### src/rtl/core/mmf_pkg.sv
// Shared types and constants for the fixed-point matrix multiplier.
// No dependencies; the other files that use it refer to it by scoped names.
package mmf_pkg;

	localparam int FRAC_BITS  = 16;
	localparam int DIM_REG_W  = 4;
	localparam int CFG_IDX_W  = 2;
	localparam int CFG_DATA_W = 4;

	typedef enum logic [1:0] {
		FUNC_WR_A = 2'd0,
		FUNC_WR_B = 2'd1,
		FUNC_MUL  = 2'd2,
		FUNC_NOP  = 2'd3
	} func_t;

	localparam logic [CFG_IDX_W-1:0] REG_OUT_ROWS    = 2'd0;
	localparam logic [CFG_IDX_W-1:0] REG_INNER_LEN   = 2'd1;
	localparam logic [CFG_IDX_W-1:0] REG_OUT_COLS    = 2'd2;
	localparam logic [CFG_IDX_W-1:0] REG_TRANSPOSE_B = 2'd3;

	typedef struct packed {
		logic clr;
		logic mul_en;
		logic acc_en;
		logic shift;
	} cell_ctrl_t;

endpackage

### src/rtl/core/mmf_cell.sv
// One column cell: registered multiply, wide accumulator, shift to left neighbor.
// Depends on mmf_pkg.
module mmf_cell #(
	parameter int EW = 32,
	parameter int AW = 68
) (
	input  logic                   clk,
	input  mmf_pkg::cell_ctrl_t    ctrl,
	input  logic signed [EW-1:0]   a_val,
	input  logic signed [EW-1:0]   b_val,
	input  logic signed [AW-1:0]   acc_in,
	output logic signed [AW-1:0]   acc_out
);

	logic signed [2*EW-1:0] prod_s2;
	logic signed [AW-1:0]   acc_q;

	always_ff @(posedge clk) begin
		if (ctrl.mul_en) begin
			prod_s2 <= a_val * b_val;
		end
	end

	always_ff @(posedge clk) begin
		priority if (ctrl.clr) begin
			acc_q <= '0;
		end else if (ctrl.shift) begin
			acc_q <= acc_in;
		end else if (ctrl.acc_en) begin
			acc_q <= acc_q + AW'(prod_s2);
		end
	end

	assign acc_out = acc_q;

endmodule

### config.mk
export PLATFORM = sky130hd
export DESIGN_NAME = mmf_cell
export DESIGN_NICKNAME = d
export VERILOG_FILES = /design/src/rtl/core/mmf_pkg.sv /design/src/rtl/core/mmf_cell.sv
export SDC_FILE = /design/constraint.sdc
export NUM_CORES = 2
export LEC_CHECK = 0
export ABC_AREA = 0
export BUFFER_PORTS_ARGS = -buffer_cell sky130_fd_sc_hd__buf_4
export CORE_ASPECT_RATIO = 2
export CORE_UTILIZATION = 45
export CTS_BUF_LIST = sky130_fd_sc_hd__clkbuf_16
export CTS_CLUSTER_DIAMETER = 100
export DETAILED_ROUTE_END_ITERATION = 6
export MAX_ROUTING_LAYER = met4
export SYNTH_ARGS = -nofsm -noshare
export SYNTH_HDL_FRONTEND = slang
export SYNTH_SLANG_ARGS = --single-unit
### constraint.sdc
create_clock -name clk -period 8.7 [get_ports clk]
set_input_delay 0.87 -clock clk [delete_from_list [all_inputs] [get_ports clk]]
set_output_delay 0.87 -clock clk [all_outputs]
set_load 0.02 [all_outputs]
# Yosys cells after proc, flatten, opt, wreduce, memory -nomap -nowiden
# Cells that the tools add are included.
# Widths: inputs -> output; s select.
# word_totals
inputBits,137
elab_cells,7
regBits,132
out_inout_bits,68
latchBits,0
mem_bits_ro,0
mem_bits_rw,0
mem_count,0
# op_classes
add_sub_neg,1
reduce_logical,1
muxes,2
n_shift,0
n_div,0
n_mul,1
bitwise_logic,0
eq_ne,0
magnitude_cmp,0
# op_table
op,count
$mux 68,2
$add 68x64->68,1
$mul 32x32->64,1
$reduce_bool 2->1,1

# Longest topological paths before layout
# depth
word_depth,3
depth_mapped,29
mapped_depth_nobuf,27

# Worst setup path after synthesis
# OpenSTA, ideal clock, no wires.
# synth_path
kind,input to register
from,input a_val[31]
to,register prod_s2[60] (data pin)
slack_ns,0.406
required_ns,8.437
setup_ns,0.263
arrival_ns,8.031
cell_stages,27
cell_sequence,clkbuf_1 -> nand2_1 -> inv_1 -> fa_1 -> inv_1 -> fa_1 -> inv_1 -> fa_1 -> fa_1 -> inv_1 -> fa_1 -> inv_1 -> fa_1 -> inv_1 -> fa_1 -> fa_1 -> inv_1 -> ha_1 -> a21o_1 -> a21o_1 -> a21oi_1 -> nor4b_1 -> nand3_1 -> and2_1 -> and3_1 -> a311oi_1 -> xnor2_1
# synth_via
elab_chain_len,1
# synth_lines
item,line,text
start: declaration,mmf_cell.sv:9,"input logic signed [EW-1:0] a_val,"
$mul 32x32->64,mmf_cell.sv:20,prod_s2 <= a_val * b_val;
end signal: assignment,mmf_cell.sv:20,
end: declaration,mmf_cell.sv:15,logic signed [2*EW-1:0] prod_s2;
# Every way passes these cells.
# A chain may end at the register's enable or synchronous reset.

# Worst setup path in the final report
# layout_path
from,input a_val[13]
to,register prod_s2[50] (data pin)
# Same word-level chain as after synthesis.

==> impl_metrics.ini <==
[run_status]
status = finished clean

[logic_synthesis]
synth_cells = 4869
yosysTopAreaCell = fa_1
synth_cell_type_count = 91
syn_nets = 6340
yosysMostFrequentCell = fa_1
synth_area_leaders = fa_1, inv_1, and2_1
syn-cell-area_um2 = 45100
synth_ff_type = dfxtp_1
synth-async-reset-ratio = 0
synthTopCellsByCount = fa_1, inv_1, nand2_1
yosysSeqAreaShare = 0.0728
synth_enable_flop_cells = 64
avgSynthCellArea_um2 = 9.27
ys_warn_count = 0
synth_top_area_frac = 0.481
ys_ff_latch = 132

[run]
maxCapViolCount = 0

[sta]
min_period_ps = 8480
min_period_over_period = 0.974
setup_tns_ps = 0
slew_headroom = 0.348
setup_viol = 0
max_freq_mhz = 118
drv_slew = 0
tightest_slew_ps = 978
finalClockSkew_ps = 15.3
rsz0062_at_grt = false
fin_hold_ws_ps = 579
fin_ws_ps = 222
hold_violations = 0

[critical_path]
crit_top_cell = fa_1
start_kind = input pin
cp_data_arrival_time_ps = 8660
slowest_stage = fa_1
path_class = in2reg
path_max_fanout = 11
end_kind = flip-flop
cpPeakStageDelay_ps = 580
required_ps = 8890

[cts]
cts_tree = yes
cts_inserted_buffers = 17
cts.sinks = 132
clk_pin_slew_ps = 70
htreeDepth = 4
clockBufferDepth = 2
hold_buffers = 0
clock_latency_ps = 460
root_buffer = clkbuf_16
post_cts_buffers = 0

[cells_and_area]
syn_to_final_growth_pct = 9.14
drive_gt1_frac = 0.0901
multi_input_area_um2 = 36800
nets = 6485
fillCellCount = 9551
fin_util = 0.495
regArea_um2 = 3280

[die]
core-area_um2 = 99500
die_area_um2 = 102000
initial_core_util = 0.453
dieHeight_um = 450
rows = 164
io_pins = 205
die_x_um = 226

[route]
wire_per_inst_um = 22.9
vias = 34291
ant_nets = 0
drc = 0
wl_um = 146000
drt_iter0_drc = 1692
vias_per_cell = 5.39
dr.pass1.iters = 5

[placed_design]
globalplace.congestion = 0.981
dp_hpwl_um = 127000
port_buffers = 204
place_ws_ps = -297

[worst_hold_path]
hold_class = reg2reg

[global_route]
grtUsageTotal = 0.306
grt_pass1_wl_um = 222000
grt_max_degree = 78
overflow = 0
grt_pass1_vias = 38200
antenna_found_initial = 6
==> layout make-up <==
| cell class | instances | area share |
|---|---|---|
| Antenna cell | 7 | 0.000356 |
| Clock inverter | 15 | 0.00320 |
| Sequential cell | 132 | 0.0667 |
| Inverter | 1019 | 0.0777 |
| Clock buffer | 17 | 0.00864 |
| Tap cell | 1328 | 0.0337 |
| Multi-Input combinational cell | 3455 | 0.748 |
| Timing Repair Buffer | 389 | 0.0616 |
==> metal layers <==
metal	global-route usage	wire, um	vias to the layer above
met3	0.0335	5640	536
met1	0.280	44900	17657
met2	0.556	80100	1099
met4	0.260	15400	0
li1	-	-	14999
met5	-	0	-
==> stage by stage <==
step,instance area (um^2),cells
3_5_place_dp,48600,6323
3_3_place_gp,48600,6323
6_report,49200,6362
4_1_cts,49200,6355
2_1_floorplan,45100,4869
5_1_grt,49200,6361
==> registers in the layout, indices dropped and copies added, names as in the netlist <==
name / cells
acc_out: 68
prod_s2: 64
==> timing repair <==
item	CTS	global route
endpoints found under the hold margin	0	0
endpoints found under the setup margin	0	4
gates resized for setup	0	2
==> critical path: cells and delay by family <==
| family | cells | cell delay [ps] |
|---|---|---|
| fa+ha+maj | 9 | 4230 |
| compound gates | 6 | 1760 |
| buf+inv | 7 | 960 |
| simple gates | 2 | 670 |
| xor+xnor | 1 | 140 |
==> final timing paths <==
kind / start / to / slack [ps] / cells after the start
max: a_val[13] / prod_s2[50] / 220 / 25
min: acc_out[9] / acc_out[9] / 580 / 2
min reg2reg: acc_out[9] / acc_out[9] / 580 / 2
max reg2reg: prod_s2[0] / acc_out[64] / 4520 / 13
==> cells by family after synthesis <==
logic type	synth area share
flops	0.0728
xor+xnor	0.0241
mux	0.00596
buf+inv	0.111
simple gates	0.159
compound gates	0.0774
fa+ha+maj	0.550
==> cells in the final DEF (no fill, tap or decap), types with 5 or more instances in the layout <==
cell | netlist | final
a211oi_1 | 18 | 18
dfxtp_1 | 68 | 68
nand3_1 | 39 | 39
a21oi_1 | 188 | 188
and2_1 | 527 | 527
or3_1 | 7 | 7
a21o_1 | 83 | 83
nand2b_1 | 14 | 14
o21ai_1 | 11 | 11
inv_6 | 0 | 5
edfxtp_1 | 64 | 64
nor2_1 | 152 | 152
inv_1 | 1018 | 1018
xor2_1 | 43 | 43
nor3_1 | 22 | 22
a311oi_1 | 7 | 7
a221oi_1 | 27 | 27
buf_12 | 0 | 9
o21a_1 | 19 | 19
nand4_1 | 26 | 26
o31ai_1 | 7 | 7
o211ai_1 | 14 | 14
o21ai_0 | 64 | 64
xnor2_1 | 81 | 81
nand2_1 | 572 | 572
fa_1 | 1083 | 1082
clkbuf_16 | 0 | 17
buf_4 | 6 | 380
o21bai_1 | 17 | 17
ha_1 | 251 | 251
inv_8 | 0 | 5
nor2b_1 | 24 | 24
and4_1 | 7 | 7
diode_2 | 0 | 7
a31oi_1 | 21 | 21
mux2i_1 | 22 | 22
o22ai_1 | 5 | 5
and3_1 | 15 | 15
Power is left out: the tool's default activity adds up to more than one toggle a clock period on the data nets, which glitch-free logic cannot reach.
